===== src/sv/assert_macros.svh =====
// ----------------------------------------------------------------------------
// Assertion macros used by ordered_list_insert_fetch for its concurrent checks.
// All checks sample on i_clk and are off while i_rst_n is low.
// ----------------------------------------------------------------------------
`ifndef ASSERT_MACROS_SVH
`define ASSERT_MACROS_SVH

// The expression holds at every clock edge outside reset.
`define OLIF_ASSERT(label, expr, msg) \
    label: assert property (@(posedge i_clk) disable iff (!i_rst_n) (expr)) \
        else $error(msg);

// When ante holds, cons holds in the same cycle.
`define OLIF_ASSERT_IMPL(label, ante, cons, msg) \
    label: assert property (@(posedge i_clk) disable iff (!i_rst_n) \
        (ante) |-> (cons)) else $error(msg);

// When ante holds, cons holds in the next cycle.
`define OLIF_ASSERT_NEXT(label, ante, cons, msg) \
    label: assert property (@(posedge i_clk) disable iff (!i_rst_n) \
        (ante) |=> (cons)) else $error(msg);

`endif


===== src/sv/olif_pkg.sv =====
// ----------------------------------------------------------------------------
// olif_pkg
// Shared constants and types of the ordered list with positional insert.
// ----------------------------------------------------------------------------
package olif_pkg;

    localparam int DEPTH_DEF      = 16;
    localparam int WORD_WIDTH_DEF = 32;

    // Fixed widths of the request and response fields.
    localparam int TYPE_W  = 2;
    localparam int VALUE_W = 32;
    localparam int INDEX_W = 4;
    localparam int COUNT_W = 5;

    // Request kinds.
    localparam logic [TYPE_W-1:0] REQ_APPEND       = 2'd0;
    localparam logic [TYPE_W-1:0] REQ_PREPEND      = 2'd1;
    localparam logic [TYPE_W-1:0] REQ_INSERT_AFTER = 2'd2;
    localparam logic [TYPE_W-1:0] REQ_FETCH        = 2'd3;

    // Status of the sequencer as seen by the top level.
    typedef struct packed {
        logic ready;   // idle, can take a request
        logic done;    // a result is held and waits to be moved out
        logic ok;      // success flag of the held result
    } t_seq_stat;

endpackage


===== src/sv/olif_if.sv =====
// ----------------------------------------------------------------------------
// olif_req_if / olif_rsp_if
// Valid/ready channels carrying list requests and list responses.
// ----------------------------------------------------------------------------
interface olif_req_if;
    logic                          valid;
    logic                          ready;
    logic [olif_pkg::TYPE_W-1:0]   req_type;
    logic [olif_pkg::VALUE_W-1:0]  value;
    logic [olif_pkg::INDEX_W-1:0]  index;

    modport source (output valid, output req_type, output value, output index,
                    input ready);
    modport sink   (input valid, input req_type, input value, input index,
                    output ready);
endinterface

interface olif_rsp_if;
    logic                          valid;
    logic                          ready;
    logic                          ok;
    logic [olif_pkg::VALUE_W-1:0]  read_value;
    logic [olif_pkg::COUNT_W-1:0]  count;

    modport source (output valid, output ok, output read_value, output count,
                    input ready);
    modport sink   (input valid, input ok, input read_value, input count,
                    output ready);
endinterface


===== src/sv/olif_ram.sv =====
// ----------------------------------------------------------------------------
// olif_ram
// Generic simple dual-port RAM: one write port, one registered read port.
// ----------------------------------------------------------------------------
module olif_ram #(
    parameter int WIDTH = olif_pkg::WORD_WIDTH_DEF,
    parameter int DEPTH = olif_pkg::DEPTH_DEF
) (
    input  logic                     i_clk,
    input  logic                     i_we,
    input  logic [$clog2(DEPTH)-1:0] i_waddr,
    input  logic [WIDTH-1:0]         i_wdata,
    input  logic [$clog2(DEPTH)-1:0] i_raddr,
    output logic [WIDTH-1:0]         o_rdata
);

    logic [WIDTH-1:0] r_mem [DEPTH];
    logic [WIDTH-1:0] r_rdata;

    always_ff @(posedge i_clk) begin
        if (i_we) begin
            r_mem[i_waddr] <= i_wdata;
        end
        r_rdata <= r_mem[i_raddr];
    end

    assign o_rdata = r_rdata;

endmodule


===== src/sv/olif_seq.sv =====
// ----------------------------------------------------------------------------
// olif_seq
// Request sequencer: holds the fill count, walks the move cursor down one
// entry per read and write to open a gap, and reads fetched RAM words.
// ----------------------------------------------------------------------------
module olif_seq #(
    parameter int DEPTH      = olif_pkg::DEPTH_DEF,
    parameter int WORD_WIDTH = olif_pkg::WORD_WIDTH_DEF
) (
    input  logic                              i_clk,
    input  logic                              i_rst_n,
    input  logic                              i_start,
    input  logic [olif_pkg::TYPE_W-1:0]       i_req_type,
    input  logic [olif_pkg::VALUE_W-1:0]      i_value,
    input  logic [olif_pkg::INDEX_W-1:0]      i_index,
    input  logic                              i_take,
    output olif_pkg::t_seq_stat               o_stat,
    output logic [WORD_WIDTH-1:0]             o_rd_word,
    output logic [$clog2(DEPTH+1)-1:0]        o_fill
);

    localparam int AW = $clog2(DEPTH);
    localparam int CW = $clog2(DEPTH + 1);
    localparam int XW = (CW > olif_pkg::INDEX_W) ? CW : olif_pkg::INDEX_W;

    localparam logic [2:0] S_IDLE  = 3'd0;
    localparam logic [2:0] S_LOOP  = 3'd1;
    localparam logic [2:0] S_MOVE  = 3'd2;
    localparam logic [2:0] S_FETCH = 3'd3;
    localparam logic [2:0] S_DONE  = 3'd4;

    logic [2:0]            r_state, n_state;
    logic [CW-1:0]         r_fill,  n_fill;
    logic [CW-1:0]         r_cur,   n_cur;
    logic [CW-1:0]         r_gap,   n_gap;
    logic [WORD_WIDTH-1:0] r_word,  n_word;
    logic [WORD_WIDTH-1:0] r_rd,    n_rd;
    logic                  r_ok,    n_ok;

    logic                  ram_we;
    logic [AW-1:0]         ram_waddr;
    logic [WORD_WIDTH-1:0] ram_wdata;
    logic [AW-1:0]         ram_raddr;
    logic [WORD_WIDTH-1:0] ram_rdata;

    logic [63:0]           value_ext;
    logic [XW-1:0]         pos_x;
    logic [XW-1:0]         fill_x;
    logic                  full;
    logic                  idx_ok;
    logic [CW-1:0]         cur_m1;

    assign value_ext = 64'(i_value);
    assign pos_x     = XW'(i_index);
    assign fill_x    = XW'(r_fill);
    assign full      = (r_fill == CW'(DEPTH));
    assign idx_ok    = (pos_x < fill_x);
    assign cur_m1    = r_cur - CW'(1);

    always_comb begin
        n_state   = r_state;
        n_fill    = r_fill;
        n_cur     = r_cur;
        n_gap     = r_gap;
        n_word    = r_word;
        n_rd      = r_rd;
        n_ok      = r_ok;
        ram_we    = 1'b0;
        ram_waddr = r_cur[AW-1:0];
        ram_wdata = ram_rdata;
        ram_raddr = cur_m1[AW-1:0];
        case (r_state)
            S_IDLE: begin
                if (i_start) begin
                    n_ok = 1'b0;
                    n_rd = '0;
                    if (i_req_type == olif_pkg::REQ_FETCH) begin
                        ram_raddr = pos_x[AW-1:0];
                        n_state   = idx_ok ? S_FETCH : S_DONE;
                    end else if (!full && (i_req_type != olif_pkg::REQ_INSERT_AFTER
                                           || idx_ok)) begin
                        n_cur   = r_fill;
                        n_word  = value_ext[WORD_WIDTH-1:0];
                        n_state = S_LOOP;
                        case (i_req_type)
                            olif_pkg::REQ_PREPEND:      n_gap = '0;
                            olif_pkg::REQ_INSERT_AFTER: n_gap = CW'(pos_x + XW'(1));
                            default:                    n_gap = r_fill;
                        endcase
                    end else begin
                        n_state = S_DONE;
                    end
                end
            end
            S_LOOP: begin
                if (r_cur == r_gap) begin
                    // Gap is open: drop the new word in and count it.
                    ram_we    = 1'b1;
                    ram_waddr = r_gap[AW-1:0];
                    ram_wdata = r_word;
                    n_fill    = r_fill + CW'(1);
                    n_ok      = 1'b1;
                    n_state   = S_DONE;
                end else begin
                    n_state = S_MOVE;
                end
            end
            S_MOVE: begin
                // Entry cur-1 was read last cycle; move it up one place.
                ram_we  = 1'b1;
                n_cur   = cur_m1;
                n_state = S_LOOP;
            end
            S_FETCH: begin
                n_rd    = ram_rdata;
                n_ok    = 1'b1;
                n_state = S_DONE;
            end
            S_DONE: begin
                if (i_take) begin
                    n_state = S_IDLE;
                end
            end
            default: begin
                n_state = S_IDLE;
            end
        endcase
    end

    always_ff @(posedge i_clk) begin
        if (!i_rst_n) begin
            r_state <= S_IDLE;
            r_fill  <= '0;
            r_ok    <= 1'b0;
        end else begin
            r_state <= n_state;
            r_fill  <= n_fill;
            r_ok    <= n_ok;
        end
        r_cur  <= n_cur;
        r_gap  <= n_gap;
        r_word <= n_word;
        r_rd   <= n_rd;
    end

    olif_ram #(
        .WIDTH (WORD_WIDTH),
        .DEPTH (DEPTH)
    ) u_ram (
        .i_clk   (i_clk),
        .i_we    (ram_we),
        .i_waddr (ram_waddr),
        .i_wdata (ram_wdata),
        .i_raddr (ram_raddr),
        .o_rdata (ram_rdata)
    );

    assign o_stat.ready = (r_state == S_IDLE);
    assign o_stat.done  = (r_state == S_DONE);
    assign o_stat.ok    = r_ok;
    assign o_rd_word    = r_rd;
    assign o_fill       = r_fill;

endmodule


===== src/sv/ordered_list_insert_fetch.sv =====
// ----------------------------------------------------------------------------
// ordered_list_insert_fetch
// Fixed-capacity ordered list of words with append, prepend, insert-after
// and fetch-by-index requests; one response per request.
// Requests arrive on i_req and responses leave on o_rsp, both valid/ready.
// An item is taken when valid and ready are high at a rising clock edge.
// The block handles one request at a time; i_req.ready is low while busy.
// A failed request goes straight to the done state. Append and fetch pass
// through the loop or the fetch state first, and an insert loops once per
// entry that it moves, so a prepend into a list of n entries loops n times.
// Each moved entry costs one RAM read and one RAM write on the single
// storage RAM. i_req.ready returns as the response loads, so a new item
// is taken only once the last one has left the sequencer.
// The response sits in an output register; a stalled receiver holds it
// there, and a finished next result waits in the sequencer until it frees.
// Synchronous reset empties the list (count zero); RAM contents are not
// cleared since only positions below the count are ever read.
// ----------------------------------------------------------------------------
`include "assert_macros.svh"

module ordered_list_insert_fetch #(
    parameter int DEPTH      = olif_pkg::DEPTH_DEF,
    parameter int WORD_WIDTH = olif_pkg::WORD_WIDTH_DEF
) (
    input  logic       i_clk,
    input  logic       i_rst_n,
    olif_req_if.sink   i_req,
    olif_rsp_if.source o_rsp
);

    localparam int CW = $clog2(DEPTH + 1);

    olif_pkg::t_seq_stat                w_stat;
    logic [WORD_WIDTH-1:0]              w_rd_word;
    logic [CW-1:0]                      w_fill;
    logic                               w_start;
    logic                               w_take;
    logic [63:0]                        w_rd_ext;
    logic [8:0]                         w_fill_ext;

    logic                               r_out_valid;
    logic                               r_out_ok;
    logic [olif_pkg::VALUE_W-1:0]       r_out_rd;
    logic [olif_pkg::COUNT_W-1:0]       r_out_count;

    // A request is taken only while the sequencer is idle.
    assign i_req.ready = w_stat.ready;
    assign w_start     = i_req.valid && w_stat.ready;

    // The output register can load when it is empty or being drained.
    assign w_take = !r_out_valid || o_rsp.ready;

    olif_seq #(
        .DEPTH      (DEPTH),
        .WORD_WIDTH (WORD_WIDTH)
    ) u_seq (
        .i_clk      (i_clk),
        .i_rst_n    (i_rst_n),
        .i_start    (w_start),
        .i_req_type (i_req.req_type),
        .i_value    (i_req.value),
        .i_index    (i_req.index),
        .i_take     (w_take),
        .o_stat     (w_stat),
        .o_rd_word  (w_rd_word),
        .o_fill     (w_fill)
    );

    // The word and the count are fitted to the fixed response field widths.
    assign w_rd_ext   = 64'(w_rd_word);
    assign w_fill_ext = 9'(w_fill);

    always_ff @(posedge i_clk) begin
        if (!i_rst_n) begin
            r_out_valid <= 1'b0;
        end else if (w_stat.done && w_take) begin
            r_out_valid <= 1'b1;
        end else if (o_rsp.ready) begin
            r_out_valid <= 1'b0;
        end
        if (w_stat.done && w_take) begin
            r_out_ok    <= w_stat.ok;
            r_out_rd    <= w_rd_ext[olif_pkg::VALUE_W-1:0];
            r_out_count <= w_fill_ext[olif_pkg::COUNT_W-1:0];
        end
    end

    assign o_rsp.valid      = r_out_valid;
    assign o_rsp.ok         = r_out_ok;
    assign o_rsp.read_value = r_out_rd;
    assign o_rsp.count      = r_out_count;

    // The list never holds more than its capacity.
    `OLIF_ASSERT(a_fill_bound, w_fill <= CW'(DEPTH), "fill count above capacity")
    // Once a request is taken the block is busy in the next cycle.
    `OLIF_ASSERT_NEXT(a_busy_after_start, w_start, !i_req.ready, "ready after accept")
    // A failed request never returns data.
    `OLIF_ASSERT_IMPL(a_fail_zero, o_rsp.valid && !o_rsp.ok, o_rsp.read_value == '0,
        "failed response carries data")

endmodule


===== src/flat_wrapper.sv =====
// flat-port wrapper written by rule: the top's interface ports become plain ports
module ordered_list_insert_fetch_flat 
#(
    parameter int DEPTH      = olif_pkg::DEPTH_DEF,
    parameter int WORD_WIDTH = olif_pkg::WORD_WIDTH_DEF
)
  (i_clk, i_rst_n, i_req_valid, i_req_req_type, i_req_value, i_req_index, i_req_ready, o_rsp_valid, o_rsp_ok, o_rsp_read_value, o_rsp_count, o_rsp_ready);
  olif_req_if i_req_i ();
  olif_rsp_if o_rsp_i ();
  input  logic i_clk;
  input  logic i_rst_n;
  input wire logic [$bits(i_req_i.valid)-1:0] i_req_valid;
  input wire logic [$bits(i_req_i.req_type)-1:0] i_req_req_type;
  input wire logic [$bits(i_req_i.value)-1:0] i_req_value;
  input wire logic [$bits(i_req_i.index)-1:0] i_req_index;
  output wire logic [$bits(i_req_i.ready)-1:0] i_req_ready;
  output wire logic [$bits(o_rsp_i.valid)-1:0] o_rsp_valid;
  output wire logic [$bits(o_rsp_i.ok)-1:0] o_rsp_ok;
  output wire logic [$bits(o_rsp_i.read_value)-1:0] o_rsp_read_value;
  output wire logic [$bits(o_rsp_i.count)-1:0] o_rsp_count;
  input wire logic [$bits(o_rsp_i.ready)-1:0] o_rsp_ready;
  assign i_req_i.valid = i_req_valid;
  assign i_req_i.req_type = i_req_req_type;
  assign i_req_i.value = i_req_value;
  assign i_req_i.index = i_req_index;
  assign i_req_ready = i_req_i.ready;
  assign o_rsp_valid = o_rsp_i.valid;
  assign o_rsp_ok = o_rsp_i.ok;
  assign o_rsp_read_value = o_rsp_i.read_value;
  assign o_rsp_count = o_rsp_i.count;
  assign o_rsp_i.ready = o_rsp_ready;
  ordered_list_insert_fetch #(.DEPTH(DEPTH), .WORD_WIDTH(WORD_WIDTH)) u_core (.i_clk(i_clk), .i_rst_n(i_rst_n), .i_req(i_req_i), .o_rsp(o_rsp_i));
endmodule

===== config.mk =====
export PLATFORM = sky130hd
export DESIGN_NAME = ordered_list_insert_fetch_flat
export DESIGN_NICKNAME = d
export VERILOG_FILES = /design/src/sv/olif_pkg.sv /design/src/sv/olif_if.sv /design/src/sv/olif_ram.sv /design/src/sv/olif_seq.sv /design/src/sv/ordered_list_insert_fetch.sv /design/src/flat_wrapper.sv
export VERILOG_INCLUDE_DIRS = /design/src /design/src/sv
export SDC_FILE = /design/constraint.sdc
export NUM_CORES = 1
export LEC_CHECK = 0
export BUFFER_PORTS_ARGS = -buffer_cell sky130_fd_sc_hd__buf_2
export CORE_MARGIN = 2
export CORE_UTILIZATION = 25
export CTS_BUF_LIST = sky130_fd_sc_hd__clkbuf_4 sky130_fd_sc_hd__clkbuf_8 sky130_fd_sc_hd__clkbuf_16
export CTS_CLUSTER_DIAMETER = 60
export DETAILED_ROUTE_END_ITERATION = 8
export PLACE_DENSITY_LB_ADDON = 0.25
export SYNTH_ARGS = -nofsm -noshare
export SYNTH_HDL_FRONTEND = slang
export SYNTH_SLANG_ARGS = --single-unit

===== constraint.sdc =====
create_clock -name i_clk -period 13.4 [get_ports i_clk]
set_clock_uncertainty 0.2 [all_clocks]
set_input_delay 2.68 -clock i_clk [delete_from_list [all_inputs] [get_ports i_clk]]
set_output_delay 2.68 -clock i_clk [all_outputs]
set_load 0.02 [all_outputs]

Word-level counts from Yosys, hierarchy flattened
Memories as Yosys holds them, arrays and structs flattened. A register that Yosys moved wholly into a read port is not among the register bits.
Cells that the tools add are included.
Operators by class
  add/subtract/negate cells: 3
  eq/ne operators: 15
  magnitude comparators: 1
  bitwise operators: 1
  mux-type cells: 30
  reduce and logical (&&, ||, !) cells: 18
Operators with widths (count)
  32-bit two-way mux: 3
  32-bit one-hot mux with 2 select lines: 1
  4-bit two-way mux: 5
  5-bit one-hot mux with 2 select lines: 2
  3-bit two-way mux: 6
  5-bit two-way mux: 3
  3-bit one-hot mux with 5 select lines: 1
  2-bit != test (second input constant): 4
  4-bit AND reduction: 2
  1-bit two-way mux: 7
  3-bit by 2-bit == test with 1-bit output (second input constant): 2
  2-bit AND reduction: 3
  2-bit nonzero test: 3
  4-bit by 1-bit adder with 5-bit output (second input constant): 1
  5-bit by 1-bit adder with 5-bit output (second input constant): 1
  5-bit == test: 1
  5-bit == test (second input constant): 1
  4-bit by 5-bit < comparator with 1-bit output: 1
  5-bit by 1-bit subtractor with 5-bit output (second input constant): 1
  2-bit == test (second input constant): 2
  2-bit by 1-bit != test with 1-bit output (second input constant): 2
  3-bit by 1-bit == test with 1-bit output (second input constant): 1
  3-bit == test (second input constant): 1
  1-bit logical AND: 3
  other kinds (9): 11
Word-level totals
  flip-flop bits (word level): 122
  input port bits: 42
  word-level logic and storage cells: 80
  bits in writable memories: 512
  memories: 1
  output and inout port bits: 40
Memory list
  u_core.u_seq.u_ram.r_mem: depth 16, bits a word 32, rd ports 1, clocked after Yosys merged registers in 1, wr ports 1, line olif_ram.sv:17  | logic [WIDTH-1:0] r_mem [DEPTH];

Longest topological paths before layout
Gate-level depths: netlist of run 1.
  word-level depth: 7
  depth in mapped cells: 11
  depth with buffers taken out: 8

Cells and area by module
From an unflattened synthesis of run 1, not the netlist that was laid out.
Second synthesis, totals
  cells, all modules: 1180
  area total of the unflattened synthesis: 24941.4 sq um
Modules (own cells, without submodules)
  olif_ram: instances 1, area an instance 19835.3 sq um, cells an instance 838
  olif_seq: instances 1, area an instance 3901.2 sq um, cells an instance 298
  ordered_list_insert_fetch: instances 1, area an instance 1204.9 sq um, cells an instance 44

Worst setup path after synthesis of run 1
Ideal clock, no wire load.
  path kind: input-to-reg
  start point: input i_req_index[1]
  end point: register u_core.u_seq.r_gap[0], enable pin
  stages on the path: 6
  setup time: 0.524 ns
  path slack: 5.501 ns
  data required time: 12.676 ns
  buffers on the path: 0
  arrival time: 7.176 ns
  cells stage by stage: ha_1 > a21o_1 > a21o_1 > a21oi_1 > nor3b_1 > nor4_1
On the way
  word-level cells in the longest chain between the ends: 4
Ends and longest elaborated chain
  from (decl): line flat_wrapper.sv:15  | input wire logic [$bits(i_req_i.index)-1:0] i_req_index;
  4-bit by 5-bit < comparator with 1-bit output: line olif_seq.sv:57  | assign idx_ok = (pos_x < fill_x);
  1-bit logical OR: line olif_seq.sv:81  | || idx_ok)) begin
  1-bit logical AND: line olif_seq.sv:80  | end else if (!full && (i_req_type != olif_pkg::REQ_INSERT_AFTER
  4-bit AND reduction (no source line)
  to (signal assigned): line olif_seq.sv:141  | r_gap <= n_gap;
  to (decl): line olif_seq.sv:35  | logic [CW-1:0] r_gap, n_gap;
No other way between the ends.
A chain may end at the register's enable or synchronous reset.

Final worst setup path of run 1
  start point: input i_req_req_type[0]
  end point: register u_core.u_seq.u_ram.r_rdata[23], in the netlist u_core.u_seq.u_ram.o_rdata[23], read port of u_core.u_seq.u_ram.r_mem
On the way
  word-level cells in the longest chain between the ends: 4
Ends and longest elaborated chain
  from (decl): line flat_wrapper.sv:13  | input wire logic [$bits(i_req_i.req_type)-1:0] i_req_req_type;
  2-bit == test: line olif_seq.sv:77  | if (i_req_type == olif_pkg::REQ_FETCH) begin
  4-bit two-way mux: line olif_seq.sv:77
  4-bit two-way mux: line olif_seq.sv:74  | if (i_start) begin
  4-bit two-way mux: line olif_seq.sv:72  | case (r_state)
  to (decl): line olif_ram.sv:18  | logic [WIDTH-1:0] r_rdata;
No other way between the ends.

==> results by stage, run 1 <==
Outcome:
- The flow ran to the end, and the final reports show no timing, DRC or antenna violations.

Yosys:
- The mapped cell area is 26410 µm².
- The number of nets handed over by synthesis was 1886.
- Of all flip-flops after synthesis, the portion carrying an async set or reset was 0.
- By area the synthesized netlist is led by sky130_fd_sc_hd__edfxtp_1 71%, sky130_fd_sc_hd__o211ai_1 4.7%, sky130_fd_sc_hd__or3_1 4.2%.
- The share of synthesized area in the top cell type comes to 0.7096.
- The distinct cell type count of the synthesized netlist is 51.
- The gate count of the mapped netlist is 1835.
- For this run, the register share of the synthesized area comes to 0.7414.
- Counting flops with a built-in enable in the synthesized netlist gives 624.
- Yosys printed 0 warnings.
- After synthesis the netlist holds a flip-flop and latch count of 666.
- In this run the mean area of a mapped cell was 14.39 µm².
- The biggest area consumer among synthesized cells is sky130_fd_sc_hd__edfxtp_1.
- The primary flip-flop cell chosen by synthesis mapping is sky130_fd_sc_hd__edfxtp_1.

Min path:
- The worst hold path begins at u_core.u_seq.o_rd_word[27].
- The min-delay analysis places its worst path in the category flip-flop to flip-flop.

Route:
- The mean routed wirelength per cell is 22.95 µm.
- The post-detailed-route count of antenna-violating nets is 0.
- The final layout contains routed wiring with a total length of 76370 µm.
- The first-iteration detailed-routing DRC count is 1410.
- The number of DRC violations after detailed routing is 0.
- The number of iterations in the first detailed-routing pass is 5.
- The routed via count divided by cell count is 4.800.
- The via count is 15970.

Worst setup path:
- Walking the worst path, the cells encountered are buf_2 -> ha_1 -> and2_1 -> and3_4 -> or2_4 -> buf_4 -> mux2i_1 -> a211oi_1 -> or4_1.
- The endpoint required time on the critical path is 13680 ps.
- The arrival time of data at the critical path endpoint is 6910 ps.
- Grouping stages by cell kind, the critical path spends the most delay in simple AND/OR/NAND/NOR gates.
- For this run, the slowest stage of the critical path takes 1020 ps.
- The launching element type of the critical path is a primary input.
- The element type at the critical path end is a flip-flop.
- The startpoint of the most critical setup path is i_req_req_type[0].
- The slowest stage of the critical path is the sky130_fd_sc_hd__or2_4 cell.
- The launch point of the worst reg-to-reg path is u_core.u_seq.r_state[1].
- The worst setup path is of the primary input to flip-flop kind.
- In this run the worst path has a maximum fanout of 87.
- Counting both buffers and inverters, the worst setup path holds a total of 2.

Timing:
- Setup slack closes at 6776 ps.
- Static timing analysis puts the maximum clock frequency at 0.1510 GHz.
- Dividing the final minimum period by the clock period gives 0.4943.
- The final hold violation count came to 0.
- Setup repair after global routing left no endpoint under its margin.
- The number of max-slew violations in the final report is 0.
- After layout, the minimum clock period comes to 6624 ps.
- The aggregate negative setup slack is 0 ps.
- The transition time of the tightest slew-check pin is 1271 ps.
- Setup violations remaining at the end of the flow were counted as 0.
- The worst pin sits at a relative slew slack of 0.1440.

Floorplan:
- The floorplan step set the die width to 329 µm.
- Row generation in the floorplan step produced 119 rows.
- The region available for standard cell placement spans 105000 µm².
- The die covers 108200 µm².
- The initial utilization of the core area, before any placement, comes to 0.2516.
- The height of the die is 329 µm.
- The number of ports placed on the die boundary is 82.

Global route:
- The pin count of the biggest net entering global routing is 88.
- The via count of the first global-routing pass is 16250.
- The wire length of the first global-routing pass is 112200 µm.
- The leftover overflow at the end of global routing is 0.
- In the global route stage, overall resource usage came out at 0.1408.
- The initial antenna violation count is 1.

Layout:
- Counting the fill cells in the layout gives 10490.
- The leading cell type in the layout, fill and taps excluded is sky130_fd_sc_hd__edfxtp_1.
- The library cells used most frequently in the layout, excluding fill and tap cells, are 624 x sky130_fd_sc_hd__edfxtp_1, 179 x sky130_fd_sc_hd__or3_1, 165 x sky130_fd_sc_hd__o211ai_1.
- The fraction of layout cells with a size suffix above 1 is 0.1457.
- In the final design database the tool counted 1932 nets.
- From synthesis to final layout, the design area changed by 16.52%.

Clock network:
- The maximum root-to-sink buffer count is 3.
- The TritonCTS buffer count is 71.
- The clock sink count is 666.
- The number of buffers inserted by post-CTS setup repair is 0.
- The hold buffer count at CTS is 0.
- In this run, post-CTS repair resized a total of 0 instances.
- The H-tree was split into 3 levels.
- The clock reaches the later pin of the worst-skew pair after 610 ps.
- TritonCTS built the clock tree.
- The clock input transition at the sequential cells of the worst setup and hold paths is 60 ps.
- The root cell of the clock tree is sky130_fd_sc_hd__clkbuf_16.

Power:
- For this design the static power due to leakage is 0.009967 µW.
- Dividing total power by cell area gives a power density of 173.3 nW/µm².
- The highest ir drop seen on vdd is 94.51 µV.

Placed design:
- The estimated wirelength of the detail-placed design is 39790 µm.
- The pre-CTS setup slack is 6116 ps.
- The routability congestion estimate from global placement is 0.7588.
- The count of input and output buffers is 81.

Run:
- The number of violations of the max-capacitance limit is 0.
==> synth_stat cells (all sizes together) (9+ instances only) <==
cell and number:
or3 180, nor4 15, and3 48, nand3 54, inv 11, edfxtp 624
a21o 52, buf 39, o211ai 165, ha 9, nor3 30, nor2 31
xnor2 9, or4 32, a211oi 23, a21oi 121, clkbuf 111, dfxtp 42
nand2 129, o21ai 64
==> metal layers <==
metal / global-route usage / routed length (µm)
met1: 0.1945 / 34660
met2: 0.2285 / 36260
met3: 0.02427 / 4105
met4: 0.03703 / 1344
met5: 0 / 0
==> report_power, final <==
part           internal [µW]  switching, µW  leakage [µW]
Sequential              2570           63.6       0.00605
Combinational            177            546       0.00274
Clock                   1180            796       0.00118
==> through the flow <==
step	hold slack (ps)	util	total power [µW]	instance area, µm²	cells
floorplan	200.3	-	3106	26410	1835
CTS	216.0	0.2931	5384	30770	3327
global route	224.5	0.2931	5548	30770	3327
global placement	200.5	0.2707	3379	28410	3199
detailed placement	205.6	0.2707	3402	28410	3199
finish	217.3	0.2931	5332	30770	3328
==> flip-flops by register name, summed over array words and instances, names as in the netlist <==
signal	flops
u_core.u_seq.u_ram.r_mem	512
u_core.o_rsp.read_value	32
u_core.u_seq.o_rd_word	32
u_core.u_seq.r_word	32
u_core.u_seq.u_ram.o_rdata	32
u_core.o_rsp.count	5
u_core.u_seq.o_fill	5
u_core.u_seq.r_cur	5
u_core.u_seq.r_gap	5
u_core.u_seq.r_state	3
u_core.o_rsp.ok	1
u_core.o_rsp.valid	1
u_core.u_seq.r_ok	1
==> area by class of cell <==
cell class	instances	area, µm²	share of cell area
Multi-Input combinational cell	1007	6322	0.2055
Clock buffer	99	2082	0.06766
Antenna cell	1	2.502	0.00008133
Tap cell	1391	1740	0.05656
Clock inverter	29	272.8	0.008865
Inverter	12	50.05	0.001627
Timing Repair Buffer	123	720.7	0.02342
Sequential cell	666	19580	0.6363
==> cells by family (layout without fill, tap and decap cells) <==
| kind of cell | Yosys count | in the layout | share of synthesized area |
|---|---|---|---|
| DFF | 666 | 666 | 0.7414 |
| and+or+nand+nor | 546 | 546 | 0.1129 |
| AOI/OAI and AO/OA | 434 | 434 | 0.1075 |
| buffers and inverters | 162 | 263 | 0.02772 |
| xor gates and xnor gates | 13 | 13 | 0.004312 |
| adders and majority gates | 9 | 9 | 0.004264 |
| muxes | 5 | 5 | 0.001895 |
| other | 0 | 1 | 0 |
==> worst paths after layout <==
kind / end / slack (ps) / cells after the start
setup reg to reg: u_core.u_seq.u_ram.o_rdata[23] / 8520 / 9
hold / removal: u_core.o_rsp.read_value[27] / 220 / 0
setup / recovery: u_core.u_seq.u_ram.o_rdata[23] / 6780 / 9
hold reg to reg: u_core.o_rsp.read_value[27] / 220 / 0
==> worst register-to-register path, delay by kind of cell (launching register included) <==
kind / cells / cell delay, ps
multiplexers: 1 / 320
flip-flops: 1 / 290
AND/OR/NAND/NOR: 4 / 2670
buffers and inverters: 3 / 1200
AO/OA/AOI/OAI: 1 / 70
Power figures use the tool's default switching activity.
==> run 2, diff against run 1 <==
- clock period: 13.4 -> 5.7 ns (I/O delays scaled with it)
==> run 2 against run 1 <==
First-iteration DRC count down 18%. Design area is 1.0% higher. Routed wire length down 0.26%. Critical path depth is 3 lower. Power up 140%. Sequential power up 140%.
==> results by stage, run 2 (synthesis results as in run 1) <==
Global route:
- The wire length of the first global-routing pass is 112200 µm (about the same).
- The via count of the first global-routing pass is 16140 (-0.68%).
- The all-layer global routing usage is 0.1393 (-0.001548).
- The pin count of the biggest net entering global routing came to 103 (+17%).
- The global routing usage on met1 is 0.1871 (-0.007317).
- The routing layer with the top usage in global route is met2.
- The met2 demand-to-capacity share in global routing is 0.2318 (+0.003243).
- The leftover overflow at the end of global routing was 0 (unchanged).
- The initial antenna violation count is 7 (+6).
- The global-route track usage on met3 is 0.02385 (-0.0004215).

Run:
- The number of violations of the max-capacitance limit was 0 (unchanged).

Clock network:
- The clock input transition at the sequential cells of the worst setup and hold paths came to 60 ps (about the same).
- The cell sitting at the root of the clock tree is a sky130_fd_sc_hd__clkbuf_16.
- The TritonCTS buffer count is 74 (+4.2%).
- The clock sink count is 666 (unchanged).
- The total of cells resized after clock tree synthesis is 0 (unchanged).
- The number of buffers inserted by post-CTS setup repair is 0 (unchanged).
- The clock network latency to the later pin of the worst-skew pair is 610 ps (about the same).
- The hold buffer count at CTS is 0 (unchanged).
- The maximum level of the CTS H-tree came to 3 (unchanged).
- The maximum root-to-sink buffer count is 3 (unchanged).
- The CTS tree is yes.

Route:
- The via count is 16120 (+0.93%).
- The post-detailed-route count of antenna-violating nets is 0 (unchanged).
- The first-iteration detailed-routing DRC count is 1154 (-18%).
- The total routed wirelength is 76170 µm (-0.26%).
- The mean routed wirelength per cell is 22.70 µm (-1.1%).
- The routed via count divided by cell count came to 4.804 (about the same).
- The number of DRC violations after detailed routing is 0 (unchanged).
- The number of iterations in the first detailed-routing pass is 5 (unchanged).

Placed design:
- The estimated wirelength of the detail-placed design is 43340 µm (+8.9%).
- The routability congestion estimate from global placement is 0.7842 (+3.3%).
- The pre-CTS setup slack was 1150 ps (-4966 ps).
- The count of input and output buffers is 81 (unchanged).
- The total cell area at the placement stage came to 28660 µm² (+0.89%).

Timing:
- The highest clock frequency the design can meet is 0.2395 GHz.
- The final worst slack is 1525 ps (-5251 ps).
- The aggregate negative setup slack is 0 ps (unchanged).
- The normalized max-slew margin came to 0.1944 (+0.05045).
- The clock period minus final worst setup slack is 4175 ps.
- Setup repair after global routing left no endpoint under its margin.
- Of the available clock period, the critical path in the final layout requires 0.7325.
- The transition time of the tightest slew-check pin is 1193 ps (-77.86 ps).
- The final hold violation count came to 0 (unchanged).
- The number of setup violations in the final report is 0 (unchanged).
- The number of max-slew violations in the final report is 0 (unchanged).

Layout:
- The final net count is 1954 (+1.1%).
- The end-of-flow core utilization is 0.2961 (+0.002944).
- The fill cell total of the finished layout is 10420 (-0.66%).
- Leaving out fill and tap cells, the most frequent cells in the layout are 624 x sky130_fd_sc_hd__edfxtp_1, 179 x sky130_fd_sc_hd__or3_1, 165 x sky130_fd_sc_hd__o211ai_1.
- From synthesis to final layout, the design area changed by 17.69%.
- The number of flip-flops in the largest register is 512 (unchanged).
- The library cell used most frequently in the layout, excluding fill and tap cells, is sky130_fd_sc_hd__edfxtp_1.
- The most flop-heavy register is u_core.u_seq.u_ram.r_mem.
- The total non-filler cell area in the finished layout is 31080 µm² (+1.0%).
- The fraction of layout cells with a size suffix above 1 came to 0.1578 (+0.01218).

Floorplan:
- The area of the die was 108200 µm² (unchanged).
- The effective utilization at floorplan is 0.2516 (unchanged).
- The height of the die is 329 µm (unchanged).
- The row count is 119 (unchanged).
- The area inside the core boundary is 105000 µm² (unchanged).
- The number of ports placed on the die boundary was 82 (unchanged).
- The width of the die is 329 µm (unchanged).

Worst setup path:
- The launching element type of the critical path is a flip-flop.
- The highest fanout seen on the critical path is 36 (-59%).
- The element type at the critical path end is a flip-flop.
- The endpoint required time on the critical path is 5740 ps (-7940 ps).
- The classification of the worst setup path is flip-flop to flip-flop.
- The arrival time of data at the critical path endpoint came to 4210 ps (-2700 ps).

Outcome:
- The flow ran to the end, and the final reports show no timing, DRC or antenna violations.

Power:
- The highest ir drop seen on vdd is 218.9 µV (+130%).
- The total power density per cell area is 406.7 nW/µm² (+130%).
- The static leakage came to 0.01013 µW (+1.7%).

Min path:
- The tightest min-delay check is of the flip-flop to flip-flop type.
-- run 2: cell types whose count changed in the layout (fill, tap and decap cells not counted), sizes merged --
cell,before,now
clkinv,20,27
buf,123,142
bufinv,5,4
inv,15,16
clkbuf,99,100
clkinvlp,1,2
-- run 2: area by class of cell --
type | instances | area, µm² | share of cell area
flip-flops and latches | 666 | 19580 | 0.6300
diodes | 1 | 2.502 | 0.00008052
clock inverters | 37 | 317.8 | 0.01023
inverters | 12 | 50.05 | 0.001610
repair buffers | 142 | 963.4 | 0.03100
well taps | 1391 | 1740 | 0.05600
multi-input cells | 1007 | 6331 | 0.2037
clock buffers | 100 | 2095 | 0.06739
-- run 2: metal layers --
layer	routed length (µm)	share of wire	vias to the layer above
met5	31	0.00041	-
met3	3974	0.052	96
li1	-	-	7312
met1	33920	0.45	8301
met4	1349	0.018	6
met2	36890	0.48	406
-- run 2: stage by stage --
step	hold slack, ps	total power [µW]	instances
CTS	214.7	12760	3355
finish	212.8	12640	3356
detailed placement	204.5	8038	3218
global route	227.1	13130	3355
global placement	201.1	7992	3218
floorplan	200.3	7301	1835
-- run 2: critical path, cell delays in order, from the launching register on --
cell,delay [ps]
sky130_fd_sc_hd__dfxtp_1,440
sky130_fd_sc_hd__nor2b_2,180
sky130_fd_sc_hd__buf_4,390
sky130_fd_sc_hd__nor4b_2,880
sky130_fd_sc_hd__o211ai_1,500
sky130_fd_sc_hd__nor2_4,650
sky130_fd_sc_hd__buf_4,560
-- run 2: power by group --
| part | internal, µW | switching, µW | total, µW |
|---|---|---|---|
| clock | 2780 | 1930 | 4710 |
| combinational | 442 | 1290 | 1730 |
| sequential | 6040 | 165 | 6200 |
-- run 2: worst paths after layout --
path / from / end / slack [ps] / cells past startpoint
max: u_core.u_seq.r_state[0] / u_core.u_seq.u_ram.r_mem[12][13] / 1520 / 6
min: u_core.u_seq.o_rd_word[25] / u_core.o_rsp.read_value[25] / 210 / 0
max reg2reg: u_core.u_seq.r_state[0] / u_core.u_seq.u_ram.r_mem[12][13] / 1520 / 6
min reg2reg: u_core.u_seq.o_rd_word[25] / u_core.o_rsp.read_value[25] / 210 / 0
==> run 3, diff against run 2 <==
- ABC_AREA: not set -> 1
- clock period: 5.7 -> 4.2 ns (I/O delays scaled with it)
==> run 3 against run 2 <==
Critical path depth grew 4. Maximum frequency grew 22%. Global-route usage shrank 0.79 points. Area after synthesis grew 4.4%. Synthesized cell count grew 33%. Routed wire length shrank 1.7%. Count of clock-buffer cells in the layout shrank 6. Non-clock buffer count grew 6. Register-to-register slack lost 760 ps. Core utilization grew 0.13 points. Sequential share of layout area shrank 2.7 points. Critical path type unchanged. Critical endpoint is now u_core.u_seq.u_ram.r_mem[2][0]. Highest routed layer is now met4.
==> results by stage, run 3 <==
Route:
- The mean routed wirelength per cell is 18.44 µm (-19%).
- The total routed wirelength is 74890 µm (-1.7%).
- The number of DRC violations after detailed routing is 0 (unchanged).
- The routed via count divided by cell count is 4.350 (-9.5%).
- The via count is 17660 (+9.6%).
- The post-detailed-route count of antenna-violating nets came to 0 (unchanged).
- The number of iterations in the first detailed-routing pass is 8 (+3).
- The first-iteration detailed-routing DRC count was 1356 (+18%).

Yosys:
- The number of storage elements in the synthesis netlist is 666 (unchanged).
- The mean post-synth cell area is 11.28 µm² (-22%).
- The async set-or-reset flop fraction in the synthesized netlist is 0 (unchanged).
- The net count of the mapped netlist is 2494 (+32%).
- sky130_fd_sc_hd__nand2_1 is the most common cell in the netlist.
- The biggest area consumer among synthesized cells is sky130_fd_sc_hd__edfxtp_1.
- The distinct cell type count of the synthesized netlist is 30 (-41%).
- The mapped cell area came to 27560 µm² (+4.4%).
- The primary flip-flop cell chosen by synthesis mapping is sky130_fd_sc_hd__edfxtp_1.
- The count of flip-flops with a built-in enable after synthesis is 624 (unchanged).
- The share of synthesized area occupied by flip-flops and latches is 0.7103 (-0.03113).
- Yosys attributes the largest share of cell area to sky130_fd_sc_hd__edfxtp_1 68%, sky130_fd_sc_hd__nand3_1 9.6%, sky130_fd_sc_hd__nand2_1 8.6%.
- The count of yosys warnings during synthesis is 0 (unchanged).
- Ranked by instance count, the synthesized netlist is headed by 629 x sky130_fd_sc_hd__nand2_1, 624 x sky130_fd_sc_hd__edfxtp_1, 527 x sky130_fd_sc_hd__nand3_1.
- The gate count of the mapped netlist is 2443 (+33%).
- The area share of the leading cell type in the synthesized netlist is 0.6798 (-0.02979).

Worst setup path:
- The arrival time of data at the critical path endpoint is 3450 ps (-760 ps).
- The endpoint required time on the critical path is 4220 ps (-1520 ps).
- Tracing the worst setup path back leads to its startpoint at u_core.u_seq.r_cur[0].
- The worst register-to-register path ends at u_core.u_seq.u_ram.r_mem[2][0].
- The launch point of the worst reg-to-reg path is u_core.u_seq.r_cur[0].
- The minimum setup slack among reg-to-reg paths is 760 ps (-760 ps).
- The worst setup path is captured at a flip-flop.
- The number of cells on the worst reg-to-reg path was 10 (+4).
- The highest fanout seen on the critical path was 40 (+11%).
- The classification of the worst setup path is flip-flop to flip-flop.
- STA classifies the critical path startpoint as a flip-flop.

Clock network:
- The clock sink count is 666 (unchanged).
- The clock network latency to the later pin of the worst-skew pair is 610 ps (about the same).
- The total of cells resized after clock tree synthesis is 0 (unchanged).
- The maximum root-to-sink buffer count is 3 (unchanged).
- The number of buffers inserted by post-CTS setup repair is 0 (unchanged).
- TritonCTS built the clock tree.
- The maximum level of the CTS H-tree is 3 (unchanged).
- The clock input transition at the sequential cells of the worst setup and hold paths is 60 ps (about the same).
- The TritonCTS buffer count is 75 (+1.4%).
- In this run the clock root is driven by a sky130_fd_sc_hd__clkbuf_16.
- The hold buffer count at CTS is 0 (unchanged).

Timing:
- The clock period minus final worst setup slack is 3435 ps (-740.1 ps).
- Setup repair after global routing left no endpoint under its margin.
- The normalized max-slew margin is 0.1473 (-0.04712).
- The period utilization is 0.8179 (+0.08540).
- The highest clock frequency the design can meet came to 0.2911 GHz (+22%).
- The number of setup violations in the final report is 0 (unchanged).
- The aggregate negative setup slack is 0 ps (unchanged).
- The final hold violation count is 0 (unchanged).
- The worst hold margin is 203.0 ps (-9.753 ps).
- The final worst slack was 764.7 ps (-759.9 ps).
- The transition time of the tightest slew-check pin is 1271 ps (+77.76 ps).
- The number of max-slew violations in the final report is 0 (unchanged).

Min path:
- The worst min-delay path startpoint is i_req_value[30].
- The classification of the worst-slack hold path is primary input to flip-flop.
- The end of the worst hold path is u_core.u_seq.r_word[30].
- The depth of the worst hold-timing path is 1 (+1).

Run:
- The number of violations of the max-capacitance limit is 0 (unchanged).

Power:
- The switching share of total power is 0.3008 (+0.03314).
- The clock share of power is 0.342 (-0.031).
- The part of the total power dissipated in sequential elements is 0.445 (-0.046).
- The net load switching power is 5756 µW (+70%).
- The highest ir drop seen on vdd is 304.4 µV (+39%).
- The internal power is 13380 µW (+45%).
- The total power density per cell area is 589.5 nW/µm² (+45%).
- The static leakage is 0.01246 µW (+23%).
- The combinational fraction of design power is 0.214 (+0.077).

Layout:
- The area added between synthesis and finish came to 17.76% (about the same).
- The fill cell total of the finished layout is 11110 (+6.6%).
- The end-of-flow core utilization is 0.2974 (+0.001300).
- The number of diodes is 0 (-1).
- The fraction of layout cells with a size suffix above 1 was 0.1161 (-0.04179).
- Leaving out fill and tap cells, the most frequent cells in the layout are 626 x sky130_fd_sc_hd__nand2_1, 624 x sky130_fd_sc_hd__edfxtp_1, 526 x sky130_fd_sc_hd__nand3_1.
- The number of flip-flops in the largest register came to 512 (unchanged).
- The leading cell type in the layout, fill and taps excluded is sky130_fd_sc_hd__nand2_1.
- The final net count was 2577 (+32%).
- Counting flops per register, the top entry is u_core.u_seq.u_ram.r_mem.
- The total non-filler cell area in the finished layout was 32460 µm² (+4.4%).

Placed design:
- The total cell area at the placement stage is 30010 µm² (+4.7%).
- The pre-CTS setup slack is 813.3 ps (-336.5 ps).
- The routability congestion estimate from global placement is 0.7506 (-4.3%).
- The estimated wirelength of the detail-placed design is 37590 µm (-13%).
- The count of input and output buffers is 81 (unchanged).

Global route:
- The pin count of the biggest net entering global routing is 159 (+54%).
- The via count of the first global-routing pass came to 16960 (+5.1%).
- The initial antenna violation count came to 2 (-5).
- The leftover overflow at the end of global routing came to 0 (unchanged).
- The wire length of the first global-routing pass was 111300 µm (-0.79%).
- The all-layer global routing usage came to 0.1314 (-0.007866).

Floorplan:
- The area inside the core boundary is 109200 µm² (+4.0%).
- The area of the die was 112900 µm² (+4.3%).
- The number of ports placed on the die boundary is 82 (unchanged).
- The row count was 121 (+1.7%).
- The height of the die was 336.0 µm (+2.1%).
- The effective utilization at floorplan is 0.2525 (+0.0009544).
- The width of the die is 336.0 µm (+2.1%).

Outcome:
- The run finished with clean final reports.
run 3: worst max-delay path, cell delays in order, from the launching register on:
cell	delay (ps)
sky130_fd_sc_hd__edfxtp_1	520
sky130_fd_sc_hd__inv_2	100
sky130_fd_sc_hd__nand2_1	70
sky130_fd_sc_hd__nand2_1	40
sky130_fd_sc_hd__a21oi_1	130
sky130_fd_sc_hd__nand3_1	150
sky130_fd_sc_hd__nor2_4	110
sky130_fd_sc_hd__buf_4	430
sky130_fd_sc_hd__buf_4	490
sky130_fd_sc_hd__nand2_1	100
sky130_fd_sc_hd__o21ai_1	690
run 3: final cells by class:
class / instances / area (µm²) / share of cell area
clock buffers: 94 / 2085 / 0.06422
repair buffers: 148 / 1096 / 0.03377
multi-input cells: 1371 / 6496 / 0.2001
flip-flops and latches: 666 / 19580 / 0.6032
clock inverters: 42 / 364.1 / 0.01122
inverters: 264 / 993.5 / 0.03061
well taps: 1476 / 1847 / 0.05689
run 3: logic make-up (layout without fill, tap and decap cells):
| logic type | count (synthesis) | after routing | share of synthesized area |
|---|---|---|---|
| buffers and inverters | 406 | 548 | 0.06114 |
| flip-flops | 666 | 666 | 0.7103 |
| AO/OA/AOI/OAI | 60 | 60 | 0.01126 |
| adder cells (fa/ha/maj) | 9 | 9 | 0.004085 |
| AND/OR/NAND/NOR | 1294 | 1294 | 0.2107 |
| XOR/XNOR | 8 | 8 | 0.002542 |
run 3: per-layer routing:
metal | share of wire | wire length [µm] | vias up | GRT usage
li1 | - | - | 8499 | -
met1 | 0.46 | 34440 | 8660 | 0.1795
met2 | 0.47 | 35360 | 386 | 0.2150
met3 | 0.043 | 3186 | 119 | 0.01834
met4 | 0.025 | 1909 | 0 | 0.04217
met5 | 0 | 0 | - | 0
run 3: metrics by stage:
step	instances	power [µW]
final	4061	19140
after global routing	4061	20060
after CTS	4061	19380
after detailed placement	3925	12800
after global placement	3925	12800
after floorplan	2443	11180
run 3: worst max-delay path by stage:
| stage | end | cells after the start |
|---|---|---|
| 3_3_place_gp | u_core.u_seq.u_ram.r_mem[15][0] | 10 |
| 5_1_grt | u_core.u_seq.u_ram.r_mem[3][0] | 10 |
| 4_1_cts | u_core.u_seq.u_ram.r_mem[6][24] | 11 |
| 6_report | u_core.u_seq.u_ram.r_mem[2][0] | 10 |
| 3_5_place_dp | u_core.u_seq.u_ram.r_mem[6][20] | 11 |
| 2_1_floorplan | u_core.u_seq.u_ram.r_mem[0][0] | 7 |
run 3: power groups by stage:
stage	clock network, µW	logic (µW)	registers (µW)
after CTS	6700	4160	8520
after detailed placement	0	4150	8650
final	6540	4090	8510
after global placement	0	4140	8660
after global routing	6950	4570	8540
after floorplan	0	2510	8670
